## src/design/hcbd_pkg.sv

```systemverilog
// Shared types, constants and helpers for the chunked body decoder.
// Used by every module of the block; depends on nothing else.
package hcbd_pkg;

    // Default width of the chunk size counter.
    localparam int SIZE_BITS_DEF = 32;

    // Characters that steer the size line and trailer parsing.
    localparam logic [7:0] CH_CR   = 8'h0D;
    localparam logic [7:0] CH_LF   = 8'h0A;
    localparam logic [7:0] CH_TAB  = 8'h09;
    localparam logic [7:0] CH_SP   = 8'h20;
    localparam logic [7:0] CH_SEMI = 8'h3B;
    localparam logic [7:0] CH_D0   = 8'h30;
    localparam logic [7:0] CH_D9   = 8'h39;
    localparam logic [7:0] CH_LA   = 8'h61;
    localparam logic [7:0] CH_LF_F = 8'h66;
    localparam logic [7:0] CH_UA   = 8'h41;
    localparam logic [7:0] CH_UF   = 8'h46;

    // Final verdict codes.
    localparam logic [1:0] ST_DONE       = 2'd0;
    localparam logic [1:0] ST_INCOMPLETE = 2'd1;
    localparam logic [1:0] ST_BAD        = 2'd2;

    // One classified body byte as it travels from front to back.
    typedef struct packed {
        logic [7:0] data;
        logic       last;
        logic       is_cr;
        logic       is_lf;
        logic       is_semi;
        logic       is_ws;
        logic       is_hex;
        logic [3:0] hex_val;
    } byte_class_t;

    // Parser phases, one-hot.
    typedef enum logic [10:0] {
        PH_LINE    = 11'b000_0000_0001,
        PH_LINE_CR = 11'b000_0000_0010,
        PH_EXT     = 11'b000_0000_0100,
        PH_EXT_CR  = 11'b000_0000_1000,
        PH_DATA    = 11'b000_0001_0000,
        PH_DCR     = 11'b000_0010_0000,
        PH_DLF     = 11'b000_0100_0000,
        PH_TSTART  = 11'b000_1000_0000,
        PH_TSCR    = 11'b001_0000_0000,
        PH_TMID    = 11'b010_0000_0000,
        PH_TMCR    = 11'b100_0000_0000
    } phase_t;

    // Sorts one raw byte into the classes the parser looks at.
    function automatic byte_class_t classify(input logic [7:0] b, input logic last);
        byte_class_t c;
        c.data    = b;
        c.last    = last;
        c.is_cr   = (b == CH_CR);
        c.is_lf   = (b == CH_LF);
        c.is_semi = (b == CH_SEMI);
        c.is_ws   = (b == CH_SP) || (b == CH_TAB);
        c.is_hex  = 1'b0;
        c.hex_val = 4'd0;
        if (b inside {[CH_D0:CH_D9]})
        begin
            c.is_hex  = 1'b1;
            c.hex_val = 4'(b - CH_D0);
        end
        else if (b inside {[CH_LA:CH_LF_F]})
        begin
            c.is_hex  = 1'b1;
            c.hex_val = 4'(b - CH_LA + 8'd10);
        end
        else if (b inside {[CH_UA:CH_UF]})
        begin
            c.is_hex  = 1'b1;
            c.hex_val = 4'(b - CH_UA + 8'd10);
        end
        return c;
    endfunction

endpackage

```

## src/design/http_chunked_body_decoder.sv

```systemverilog
// Top level of the HTTP/1.1 chunked body decoder.
// Depends on hcbd_pkg, hcbd_front, hcbd_queue and hcbd_back.
//
// Usage: raw body bytes enter on in_byte with in_last marking the final
// buffered byte, under the in_valid / in_ready handshake. Every accepted
// item produces exactly one result item on the res_valid / res_ready
// handshake: out_valid with out_byte carries a decoded data byte, and
// final_res with status carries the body's verdict (complete, incomplete
// input or malformed encoding). Once a verdict has gone out, every later
// item yields an all-zero result until reset.
// A result passes from the front register through the queue to the result
// register before it is shown. Throughput is one item per clock while the
// receiver holds res_ready high; the back stage parser steps once per item.
// The front stage and a two-entry queue let input keep flowing while a
// result waits; when the receiver stalls, the result register holds and the
// queue fills, and in_ready falls only once both front and queue are full.
// Reset is asynchronous and active low; it empties the pipeline and puts
// the parser at the start of a size line with no verdict given.
module http_chunked_body_decoder #(
    parameter int SIZE_BITS = hcbd_pkg::SIZE_BITS_DEF
) (
    input  logic       clk,
    input  logic       rst_n,
    input  logic       in_valid,
    output logic       in_ready,
    input  logic [7:0] in_byte,
    input  logic       in_last,
    output logic       res_valid,
    input  logic       res_ready,
    output logic       out_valid,
    output logic [7:0] out_byte,
    output logic       final_res,
    output logic [1:0] status
);
    import hcbd_pkg::*;

    // Classified byte handed from front to queue.
    logic        push;
    byte_class_t push_item;
    logic        q_full;

    // Queue head seen by the parser.
    logic        q_not_empty;
    byte_class_t head;
    logic        pop;

    hcbd_front u_front (
        .clk       (clk),
        .rst_n     (rst_n),
        .in_valid  (in_valid),
        .in_ready  (in_ready),
        .in_byte   (in_byte),
        .in_last   (in_last),
        .push      (push),
        .push_item (push_item),
        .q_full    (q_full)
    );

    hcbd_queue u_queue (
        .clk       (clk),
        .rst_n     (rst_n),
        .push      (push),
        .push_item (push_item),
        .full      (q_full),
        .pop       (pop),
        .not_empty (q_not_empty),
        .head      (head)
    );

    // The parser steps once per pop; one item per clock while res_ready holds.
    hcbd_back #(
        .SIZE_BITS (SIZE_BITS)
    ) u_back (
        .clk         (clk),
        .rst_n       (rst_n),
        .q_not_empty (q_not_empty),
        .head        (head),
        .pop         (pop),
        .res_valid   (res_valid),
        .res_ready   (res_ready),
        .out_valid   (out_valid),
        .out_byte    (out_byte),
        .final_res   (final_res),
        .status      (status)
    );

endmodule

```

## src/design/hcbd_front.sv

```systemverilog
// Front stage: accepts raw body bytes and registers them classified.
// Depends on hcbd_pkg.
module hcbd_front (
    input  logic                 clk,
    input  logic                 rst_n,
    input  logic                 in_valid,
    output logic                 in_ready,
    input  logic [7:0]           in_byte,
    input  logic                 in_last,
    output logic                 push,
    output hcbd_pkg::byte_class_t push_item,
    input  logic                 q_full
);
    import hcbd_pkg::*;

    logic        f_valid_reg;
    logic        f_valid_next;
    byte_class_t f_item_reg;
    logic        accept;

    assign push      = f_valid_reg && !q_full;
    assign push_item = f_item_reg;
    assign in_ready  = !f_valid_reg || !q_full;
    assign accept    = in_valid && in_ready;

    always_comb
    begin
        f_valid_next = f_valid_reg;
        if (accept)
            f_valid_next = 1'b1;
        else if (push)
            f_valid_next = 1'b0;
    end

    always_ff @(posedge clk or negedge rst_n)
    begin
        if (!rst_n)
            f_valid_reg <= 1'b0;
        else
            f_valid_reg <= f_valid_next;
    end

    always_ff @(posedge clk)
    begin
        if (accept)
            f_item_reg <= classify(in_byte, in_last);
    end

endmodule

```

## src/design/hcbd_queue.sv

```systemverilog
// Two-entry queue of classified bytes between front and back.
// Depends on hcbd_pkg.
module hcbd_queue (
    input  logic                  clk,
    input  logic                  rst_n,
    input  logic                  push,
    input  hcbd_pkg::byte_class_t push_item,
    output logic                  full,
    input  logic                  pop,
    output logic                  not_empty,
    output hcbd_pkg::byte_class_t head
);
    import hcbd_pkg::*;

    byte_class_t slot_reg [2];
    logic        wr_ptr_reg;
    logic        wr_ptr_next;
    logic        rd_ptr_reg;
    logic        rd_ptr_next;
    logic [1:0]  count_reg;
    logic [1:0]  count_next;
    logic        do_push;
    logic        do_pop;

    assign full      = (count_reg == 2'd2);
    assign not_empty = (count_reg != 2'd0);
    assign head      = slot_reg[rd_ptr_reg];
    assign do_push   = push && !full;
    assign do_pop    = pop && not_empty;

    always_comb
    begin
        wr_ptr_next = wr_ptr_reg ^ do_push;
        rd_ptr_next = rd_ptr_reg ^ do_pop;
        count_next  = count_reg + 2'(do_push) - 2'(do_pop);
    end

    always_ff @(posedge clk or negedge rst_n)
    begin
        if (!rst_n)
        begin
            wr_ptr_reg <= 1'b0;
            rd_ptr_reg <= 1'b0;
            count_reg  <= 2'd0;
        end
        else
        begin
            wr_ptr_reg <= wr_ptr_next;
            rd_ptr_reg <= rd_ptr_next;
            count_reg  <= count_next;
        end
    end

    always_ff @(posedge clk)
    begin
        if (do_push)
            slot_reg[wr_ptr_reg] <= push_item;
    end

endmodule

```

## src/design/hcbd_back.sv

```systemverilog
// Back stage: chunked coding parser and result register.
// Depends on hcbd_pkg; takes classified bytes from hcbd_queue.
module hcbd_back #(
    parameter int SIZE_BITS = hcbd_pkg::SIZE_BITS_DEF
) (
    input  logic                  clk,
    input  logic                  rst_n,
    input  logic                  q_not_empty,
    input  hcbd_pkg::byte_class_t head,
    output logic                  pop,
    output logic                  res_valid,
    input  logic                  res_ready,
    output logic                  out_valid,
    output logic [7:0]            out_byte,
    output logic                  final_res,
    output logic [1:0]            status
);
    import hcbd_pkg::*;

    phase_t               phase_reg, phase_next;
    logic [SIZE_BITS-1:0] chunk_reg, chunk_next;
    logic                 seen_digit_reg, seen_digit_next;
    logic                 nonempty_reg, nonempty_next;
    logic                 bad_reg, bad_next;
    logic                 given_reg, given_next;

    logic                 rv_reg;
    logic                 ov_reg, ov_next;
    logic [7:0]           ob_reg, ob_next;
    logic                 fin_reg, fin_next;
    logic [1:0]           st_reg, st_next;

    logic                 do_size;
    logic                 verdict_hit;
    logic [1:0]           verdict;
    logic                 line_ok;
    logic                 size_ovf;

    assign pop       = q_not_empty && (!rv_reg || res_ready);
    assign res_valid = rv_reg;
    assign out_valid = ov_reg;
    assign out_byte  = ob_reg;
    assign final_res = fin_reg;
    assign status    = st_reg;

    // Another digit would push the size past SIZE_BITS when the top nibble is set.
    assign size_ovf = (chunk_reg[SIZE_BITS-1 -: 4] != 4'd0);
    assign line_ok  = nonempty_reg && !bad_reg && seen_digit_reg;

    always_comb
    begin
        phase_next      = phase_reg;
        chunk_next      = chunk_reg;
        seen_digit_next = seen_digit_reg;
        nonempty_next   = nonempty_reg;
        bad_next        = bad_reg;
        given_next      = given_reg;
        do_size         = 1'b0;
        verdict_hit     = 1'b0;
        verdict         = ST_DONE;
        ov_next         = 1'b0;
        ob_next         = 8'd0;

        if (!given_reg)
        begin
            case (phase_reg)
                PH_LINE:
                begin
                    if (head.is_cr)
                        phase_next = PH_LINE_CR;
                    else
                        do_size = 1'b1;
                end
                PH_LINE_CR:
                begin
                    if (head.is_lf)
                    begin
                        if (!line_ok)
                        begin
                            verdict_hit = 1'b1;
                            verdict     = ST_BAD;
                        end
                        else if (chunk_reg == '0)
                            phase_next = PH_TSTART;
                        else
                            phase_next = PH_DATA;
                    end
                    else
                    begin
                        // The held CR was a stray byte inside the line.
                        nonempty_next = 1'b1;
                        bad_next      = 1'b1;
                        do_size       = !head.is_cr;
                    end
                end
                PH_EXT:
                begin
                    nonempty_next = 1'b1;
                    if (head.is_cr)
                        phase_next = PH_EXT_CR;
                end
                PH_EXT_CR:
                begin
                    if (head.is_lf)
                    begin
                        if (!line_ok)
                        begin
                            verdict_hit = 1'b1;
                            verdict     = ST_BAD;
                        end
                        else if (chunk_reg == '0)
                            phase_next = PH_TSTART;
                        else
                            phase_next = PH_DATA;
                    end
                    else if (!head.is_cr)
                        phase_next = PH_EXT;
                end
                PH_DATA:
                begin
                    ov_next    = 1'b1;
                    ob_next    = head.data;
                    chunk_next = chunk_reg - SIZE_BITS'(1);
                    if (chunk_reg == SIZE_BITS'(1))
                        phase_next = PH_DCR;
                end
                PH_DCR:
                begin
                    bad_next   = !head.is_cr;
                    phase_next = PH_DLF;
                end
                PH_DLF:
                begin
                    if (bad_reg || !head.is_lf)
                    begin
                        verdict_hit = 1'b1;
                        verdict     = ST_BAD;
                    end
                    else
                    begin
                        phase_next      = PH_LINE;
                        chunk_next      = '0;
                        seen_digit_next = 1'b0;
                        nonempty_next   = 1'b0;
                        bad_next        = 1'b0;
                    end
                end
                PH_TSTART:
                    phase_next = head.is_cr ? PH_TSCR : PH_TMID;
                PH_TSCR:
                begin
                    if (head.is_lf)
                    begin
                        verdict_hit = 1'b1;
                        verdict     = ST_DONE;
                    end
                    else
                        phase_next = head.is_cr ? PH_TMCR : PH_TMID;
                end
                PH_TMID:
                begin
                    if (head.is_cr)
                        phase_next = PH_TMCR;
                end
                PH_TMCR:
                begin
                    if (head.is_lf)
                        phase_next = PH_TSTART;
                    else if (!head.is_cr)
                        phase_next = PH_TMID;
                end
                default:
                begin
                    phase_next      = PH_LINE;
                    chunk_next      = '0;
                    seen_digit_next = 1'b0;
                    nonempty_next   = 1'b0;
                    bad_next        = 1'b0;
                end
            endcase

            // One byte of a size line ahead of the semicolon.
            if (do_size)
            begin
                nonempty_next = 1'b1;
                if (head.is_semi)
                    phase_next = PH_EXT;
                else
                begin
                    phase_next = PH_LINE;
                    if (!head.is_ws)
                    begin
                        if (!head.is_hex)
                            bad_next = 1'b1;
                        else
                        begin
                            seen_digit_next = 1'b1;
                            if (size_ovf)
                                bad_next = 1'b1;
                            else if (!bad_next)
                                chunk_next = {chunk_reg[SIZE_BITS-5:0], head.hex_val};
                        end
                    end
                end
            end

            if (!verdict_hit && head.last)
            begin
                verdict_hit = 1'b1;
                verdict     = ST_INCOMPLETE;
            end
            if (verdict_hit)
                given_next = 1'b1;
        end

        fin_next = verdict_hit;
        st_next  = verdict_hit ? verdict : ST_DONE;
    end

    always_ff @(posedge clk or negedge rst_n)
    begin
        if (!rst_n)
        begin
            phase_reg      <= PH_LINE;
            chunk_reg      <= '0;
            seen_digit_reg <= 1'b0;
            nonempty_reg   <= 1'b0;
            bad_reg        <= 1'b0;
            given_reg      <= 1'b0;
            rv_reg         <= 1'b0;
        end
        else
        begin
            if (pop)
            begin
                phase_reg      <= phase_next;
                chunk_reg      <= chunk_next;
                seen_digit_reg <= seen_digit_next;
                nonempty_reg   <= nonempty_next;
                bad_reg        <= bad_next;
                given_reg      <= given_next;
                rv_reg         <= 1'b1;
            end
            else if (res_ready)
                rv_reg <= 1'b0;
        end
    end

    always_ff @(posedge clk)
    begin
        if (pop)
        begin
            ov_reg  <= ov_next;
            ob_reg  <= ob_next;
            fin_reg <= fin_next;
            st_reg  <= st_next;
        end
    end

endmodule

```

## config.mk

```make
export PLATFORM = sky130hd
export DESIGN_NAME = http_chunked_body_decoder
export DESIGN_NICKNAME = d
export VERILOG_FILES = /design/src/design/hcbd_pkg.sv /design/src/design/http_chunked_body_decoder.sv /design/src/design/hcbd_front.sv /design/src/design/hcbd_queue.sv /design/src/design/hcbd_back.sv
export SDC_FILE = /design/constraint.sdc
export NUM_CORES = 1
export LEC_CHECK = 0
export ABC_AREA = 1
export BUFFER_PORTS_ARGS = -buffer_cell sky130_fd_sc_hd__buf_2
export CORE_MARGIN = 2
export CORE_UTILIZATION = 45
export CTS_BUF_LIST = sky130_fd_sc_hd__clkbuf_8 sky130_fd_sc_hd__clkbuf_16
export CTS_CLUSTER_SIZE = 10
export DETAILED_ROUTE_END_ITERATION = 10
export HOLD_SLACK_MARGIN = 0.06
export PLACE_DENSITY = 0.62
export SLEW_MARGIN = 20
export SYNTH_ARGS = -nofsm -noshare
export SYNTH_HDL_FRONTEND = slang
export SYNTH_SLANG_ARGS = --single-unit
```

## constraint.sdc

```tcl
create_clock -name clk -period 5.9 [get_ports clk]
set_clock_uncertainty 0.1 [all_clocks]
set_input_delay 0.59 -clock clk [delete_from_list [all_inputs] [get_ports clk]]
set_output_delay 0.59 -clock clk [all_outputs]
set_load 0.02 [all_outputs]
```

==> flow_summary.json, run 1 <==
{
  "grt_pass1_vias": 5319,
  "totalWireLength_mm": 15.5,
  "final_cell_mix": "nand2_1 (240), nor2_1 (127), inv_1 (96)",
  "antenna_found_initial": 0,
  "synth_cell_type_count": 51,
  "wire_per_inst_um": 14.2,
  "globalplace.congestion": 0.869,
  "cts_buffer_depth": 2,
  "hold_violations": 0,
  "synthFlopType": "edfxtp_1",
  "async_flop_share_pct": 44.5,
  "drv_slew": 0,
  "finalSetupViolCount": 0,
  "power_density_nw_per_um2": 330,
  "start_util_pct": 45.8,
  "seq_area_sq_um": 3310,
  "track_usage_pct": 20.1,
  "ant_nets": 0,
  "via_count": 5628,
  "grt_pass1_wl_mm": 26.2,
  "cap_viol_max_count": 0,
  "synthCells": 869,
  "largest_reg_flops": 36,
  "areaGrowthSynthToFinish_pct": 11.6,
  "ys_warn_count": 0,
  "peakVddDrop_uv": 340,
  "num_rows": 45,
  "finalCritPeriodShare_pct": 57.5,
  "rsz0062_at_grt": "false",
  "critPathMaxStageDelay_ns": 0.86,
  "drt-initial-drc-count": 326,
  "ys_seq_area_share_pct": 47.7,
  "netlist_area_sq_um": 6940,
  "reg2reg_to": "u_back.chunk_reg[4]$_DFFE_PN0P_",
  "p_total_mw": 2.56,
  "worstSetupStartpoint": "u_queue.rd_ptr_reg$_DFF_PN0_",
  "cp.arrival_ns": 3.60,
  "cts_hold_buf": 0,
  "clk_pin_slew_ns": 0.06,
  "path_depth": 9,
  "die_area_sq_um": 16400,
  "fmax_mhz": 295,
  "port_buffers": 26,
  "tightest_slew_ns": 1.06,
  "whs_ns": 0.223,
  "coreArea_sq_um": 15100,
  "outcome": "finished, final reports clean",
  "die_w_um": 128,
  "r2r_cells": 9,
  "syn_area_per_cell_sq_um": 7.98,
  "ys_top_cells_by_area": "edfxtp_1 (29%), dfrtp_1 (19%), nand2_1 (13%), nor2_1 (6.9%), inv_1 (5.2%)",
  "cts_tree": "built",
  "cts-htree-levels": 4,
  "syn_nets": 893,
  "nFillCells": 1455,
  "synth_area_leader_cell": "edfxtp_1",
  "required_ns": 6.11,
  "slowest_stage": "dfrtp_1",
  "firstDrtPassIters": 5,
  "p_leak_nw": 3.58,
  "io_pins": 27,
  "clock_latency_ns": 0.42,
  "multiInputGateArea_sq_um": 3100,
  "worst-r2r-setup-slack_ns": 2.51,
  "ys_ff_latch": 119,
  "cpMostUsedCell": "nand2_1",
  "cts_buffers": 17,
  "timing.rr.start": "u_queue.rd_ptr_reg$_DFF_PN0_",
  "synth_edf_count": 66,
  "antenna_cells": 0,
  "relSlewSlack_pct": 28.9,
  "synth_top_cell_area_share_pct": 28.6,
  "via_per_inst": 5.14,
  "crit_fanout": 35,
  "hold_path_class": "in2async",
  "path_delay_family": "simple AND/OR/NAND/NOR gates",
  "crit_buf_inv": 1,
  "drive_gt1_share_pct": 10.7,
  "die_h_um": 128,
  "path_class": "reg2reg",
  "cts.repair.resized": 0,
  "root_buffer": "clkbuf_16",
  "finalNetCount": 917,
  "final_common_cell": "nand2_1",
  "dpl.hpwl_mm": 10.3,
  "grt_start_max_net_pins": 55,
  "cp-start-kind": "register",
  "cts_setup_buffers": 0,
  "fin_crit_ns": 3.39,
  "cts_sinks": 119,
  "setup_tns_ns": 0,
  "cp-end-kind": "register",
  "drc": 0,
  "cp-endpoint": "u_back.chunk_reg[4]$_DFFE_PN0P_",
  "overflow": 0,
  "cp_cell_sequence": "o21ai_1, nor2_2, nor2_1, inv_1, nand4_2, o21ai_0, nand3_1, nand2_1, nand2_1"
}
-- synth_stat cells (7+ instances only) --
| master | count |
|---|---|
| nand2_1 | 240 |
| nor2_1 | 128 |
| inv_1 | 96 |
| edfxtp_1 | 66 |
| dfrtp_1 | 52 |
| a21oi_1 | 37 |
| nand3_1 | 37 |
| o21ai_0 | 32 |
| o21ai_1 | 19 |
| xor2_1 | 18 |
| nand4_1 | 17 |
| nor3_1 | 17 |
| clkbuf_1 | 13 |
| ha_1 | 11 |
| a22oi_1 | 8 |
| nor2_2 | 7 |
-- per-layer routing --
layer	global-route usage, %	up-vias	part of all wire, %
met2	32.1	133	46
met5	0	-	0
met4	6.14	0	1.2
met3	4.13	16	4.6
met1	27.9	2588	48
li1	-	2891	-
-- final cells by class --
class | instances | area share, %
Clock buffer | 17 | 5.50
Clock inverter | 15 | 1.71
Inverter | 100 | 4.85
Multi-Input combinational cell | 625 | 40.1
Sequential cell | 119 | 42.8
Tap cell | 188 | 3.04
Timing Repair Buffer | 30 | 2.07
-- cell families (layout without fill, tap and decap cells) --
logic type,after synthesis,count (layout),share of synthesized area (%)
buffers and inverters,125,162,7.58
XOR/XNOR,24,24,3.03
flip-flops,119,119,47.7
AND/OR/NAND/NOR,470,470,29.5
multiplexers,3,3,0.433
AO/OA/AOI/OAI,117,117,9.76
adder cells (fa/ha/maj),11,11,1.98
-- how the worst min path moves through the flow --
stage	slack, ns	startpoint	to
global route	0.23	in_last	u_front.push_item[9]$_DFFE_PP_
global placement	0.33	u_front.push_item[0]$_DFFE_PP_	u_queue.slot_reg[1][0]$_DFFE_PP_
finish	0.22	rst_n	u_back.phase_reg[9]$_DFFE_PN0P_
floorplan	0.19	rst_n	u_back.bad_reg$_DFFE_PN0P_
CTS	0.24	in_last	u_front.push_item[9]$_DFFE_PP_
detailed placement	0.33	u_front.push_item[15]$_DFFE_PP_	u_queue.slot_reg[1][15]$_DFFE_PP_
-- metrics by stage --
step	worst slack (ns)	area, sq um	std cells	utilization [%]
floorplan	3.79	6940	869	-
global placement	2.55	7180	1062	47.4
detailed placement	2.48	7180	1062	47.4
CTS	2.48	7740	1094	51.1
global route	2.13	7740	1094	51.1
finish	2.51	7740	1094	51.1
-- worst register-to-register path, cell delays in order (launching register included) --
cell,delay (ns)
dfrtp_1,0.86
o21ai_1,0.41
nor2_2,0.22
nor2_1,0.08
inv_1,0.08
nand4_2,0.82
o21ai_0,0.47
nand3_1,0.11
nand2_1,0.10
nand2_1,0.04
-- power breakdown --
part           internal [mW]  leakage, nW  switching, mW
logic                  0.120         2.01          0.310
clock network          0.554        0.267          0.426
registers               1.08         1.30         0.0690
Power figures use the tool's default switching activity.
==> run 2: changes to the inputs <==
Settings changed: ABC_AREA 1 to 0.
Clock period 5.9 ns to 3.2 ns, I/O delays scaled along.
==> run 2 against run 1 <==
  * Critical path depth down 2
  * Final cell count down 18%
  * Wire length up 9.5%
  * Synthesized cell count down 28%
  * Via count down 4.8%
  * Hold slack worse by 0.098 ns
  * Area after synthesis down 7.2%
  * Flip-flop and latch count unchanged
  * Sequential share of layout area up 0.45 points
  * Final area down 1.0%
  * Count of clock-buffer cells in the layout unchanged
  * Sequential power up 77%
==> flow_summary.json, run 2 <==
{
  "cp-start-kind": "register",
  "use_met2_pct": 36.8,
  "clock_latency_ns": 0.42,
  "grt_pass1_vias": 5201,
  "rsz0062_at_grt": "false",
  "cts_buffer_depth": 2,
  "largest_reg_flops": 36,
  "nFillCells": 1227,
  "yosysMostFrequentCell": "edfxtp_1",
  "multiInputGateArea_sq_um": 2900,
  "die_h_um": 124,
  "crit_fanout": 6,
  "seq_power_share_pct": 44.4,
  "worst-r2r-setup-slack_ns": 0.13,
  "grt_start_max_net_pins": 37,
  "areaGrowthSynthToFinish_pct": 19.1,
  "path_depth": 7,
  "firstDrtPassIters": 5,
  "fin_util_pct": 55.0,
  "ys_top_cells_by_area": "edfxtp_1 (31%), dfrtp_1 (20%), o21ai_0 (3.7%), nor2_1 (3.3%), nand2_1 (2.9%)",
  "synth_area_leader_cell": "edfxtp_1",
  "outcome": "finished, final reports clean",
  "synth_top_cell_area_share_pct": 30.8,
  "p_sw_mw": 1.37,
  "root_buffer": "clkbuf_16",
  "final_cell_mix": "edfxtp_1 (66), nor2_1 (56), dfrtp_1 (52)",
  "netlist_area_sq_um": 6430,
  "clk_pin_slew_ns": 0.06,
  "path_delay_family": "compound AO/OA/AOI/OAI gates",
  "io_pins": 27,
  "wire_per_inst_um": 19.0,
  "via_per_inst": 6.00,
  "peakVddDrop_uv": 444,
  "globalplace.congestion": 0.914,
  "num_rows": 43,
  "async_flop_share_pct": 44.5,
  "slowest_stage": "or4_1",
  "finalCritPeriodShare_pct": 96.1,
  "via_count": 5356,
  "setup_tns_ns": 0,
  "synth_cell_type_count": 76,
  "relSlewSlack_pct": 38.0,
  "synthCells": 629,
  "hold_violations": 0,
  "tightest_slew_ns": 0.930,
  "sw_frac_of_total_pct": 29.8,
  "synthFlopType": "edfxtp_1",
  "p_leak_nw": 3.11,
  "grtUsageMet1_pct": 33.0,
  "finalSetupViolCount": 0,
  "cp-endpoint": "u_back.phase_reg[9]$_DFFE_PN0P_",
  "totalWireLength_mm": 17.0,
  "use_met3_pct": 5.72,
  "fmax_mhz": 325,
  "grt_busiest_layer": "met2",
  "place_inst": 850,
  "drc": 0,
  "final_common_cell": "edfxtp_1",
  "whs_ns": 0.125,
  "antenna_found_initial": 0,
  "clkPwrFrac_pct": 39.4,
  "finalNetCount": 723,
  "synth_edf_count": 66,
  "cpMostUsedCell": "or4_1",
  "synth_common_cells": "edfxtp_1 (66), nor2_1 (56), dfrtp_1 (52), nand2_1 (49), o21ai_0 (48)",
  "syn_area_per_cell_sq_um": 10.2,
  "drv_slew": 0,
  "reg2reg_to": "u_back.phase_reg[9]$_DFFE_PN0P_",
  "internal_power_mw": 3.23,
  "ys_ff_latch": 119,
  "cp-end-kind": "register",
  "final_cells": 892,
  "seq_area_sq_um": 3310,
  "cts_setup_buffers": 0,
  "cap_viol_max_count": 0,
  "drive_gt1_share_pct": 19.9,
  "die_area_sq_um": 15300,
  "required_ns": 3.38,
  "cts_buffers": 17,
  "cts_tree": "built",
  "overflow": 0,
  "ant_nets": 0,
  "coreArea_sq_um": 13900,
  "grt_pass1_wl_mm": 27.2,
  "start_util_pct": 46.2,
  "drt-initial-drc-count": 520,
  "ys_warn_count": 0,
  "antenna_cells": 0,
  "worstSetupStartpoint": "u_back.chunk_reg[30]$_DFFE_PN0P_",
  "hold_path_class": "in2reg",
  "dpl.hpwl_mm": 11.9,
  "comb_power_share_pct": 16.1,
  "die_w_um": 124,
  "cp_cell_sequence": "or4_1, or4_1, o31a_2, a2111oi_4, o21ai_1, a211oi_1, a21oi_1",
  "crit_buf_inv": 0,
  "cts-htree-levels": 4,
  "syn_nets": 653,
  "ys_seq_area_share_pct": 51.4,
  "r2r_cells": 7,
  "cp.arrival_ns": 3.26,
  "port_buffers": 26,
  "path_class": "reg2reg",
  "fin_crit_ns": 3.07,
  "finalInstanceArea_sq_um": 7660,
  "critPathMaxStageDelay_ns": 0.58,
  "cts_sinks": 119,
  "power_density_nw_per_um2": 601,
  "place_area_sq_um": 6990,
  "track_usage_pct": 23.8,
  "timing.rr.start": "u_back.chunk_reg[30]$_DFFE_PN0P_"
}
## run 2: cell count changes after synthesis, sizes merged, moves of 9 or more
| cell | previous run | this run |
|---|---|---|
| a21oi | 42 | 30 |
| a221o | 0 | 9 |
| clkbuf | 14 | 25 |
| inv | 99 | 20 |
| mux2i | 3 | 15 |
| nand2 | 245 | 49 |
| nand3 | 38 | 20 |
| nand4 | 19 | 10 |
| nor2 | 139 | 56 |
| nor3 | 18 | 35 |
| o31ai | 1 | 11 |
| or3 | 0 | 9 |
| or4 | 0 | 10 |
| xor2 | 18 | 8 |
## run 2: cell type report
type | count | share of cell area (%)
Inverter | 20 | 0.980
Tap cell | 180 | 2.94
Multi-Input combinational cell | 456 | 37.8
Clock buffer | 17 | 5.55
Sequential cell | 119 | 43.2
Clock inverter | 15 | 1.73
Timing Repair Buffer | 85 | 7.81
## run 2: per-stage QoR
stage | total power, mW | worst slack (ns)
global route | 4.80 | 0.0120
global placement | 2.79 | 0.138
floorplan | 2.54 | 0.0874
finish | 4.60 | 0.125
detailed placement | 2.81 | 0.128
CTS | 4.63 | 0.104
## run 2: cell families after synthesis
| family | Yosys count | synth area share, % |
|---|---|---|
| compound gates | 162 | 17.0 |
| xor+xnor | 11 | 1.50 |
| fa+ha+maj | 11 | 2.14 |
| buf+inv | 54 | 3.77 |
| flops | 119 | 51.4 |
| mux | 21 | 3.38 |
| simple gates | 251 | 20.8 |
## run 2: how the worst min path moves through the flow
stage	startpoint	to	slack, ns	cells after the start
after floorplan	rst_n	u_back.bad_reg$_DFFE_PN0P_	-0.08	0
after global placement	u_front.push_item[3]$_DFFE_PP_	u_queue.slot_reg[0][3]$_DFFE_PP_	0.33	0
after detailed placement	u_front.push_item[8]$_DFFE_PP_	u_queue.slot_reg[1][8]$_DFFE_PP_	0.33	0
after CTS	in_byte[2]	u_front.push_item[12]$_DFFE_PP_	0.1	1
after global routing	in_byte[2]	u_front.push_item[12]$_DFFE_PP_	0.11	1
final	in_byte[2]	u_front.push_item[12]$_DFFE_PP_	0.12	1
## run 2: worst register-to-register path: cells and delay by family, from the launching register on
family	cells	cell delay, ns
flip-flops	1	0.43
AND/OR/NAND/NOR	2	1.15
AO/OA/AOI/OAI	5	1.28
## run 2: timing repair
action                     4_1_cts  5_1_grt
setup endpoints to repair        0        7
hold buffers                    10        0
hold endpoints to repair        43        0
resized for setup                0        4
## run 2: metal layers
metal	wire length [um]	vias to the layer above
li1	-	2536
met1	7860	2621
met2	7990	173
met3	889	26
met4	237	0
met5	0	-
## run 2: power by group through the flow
stage                     Combinational (mW)  Clock [mW]  Sequential [mW]
after floorplan                        0.440           0             2.10
after global placement                 0.726           0             2.06
after detailed placement               0.735           0             2.08
after CTS                              0.750        1.84             2.05
after global routing                   0.820        1.91             2.07
final                                  0.743        1.81             2.04
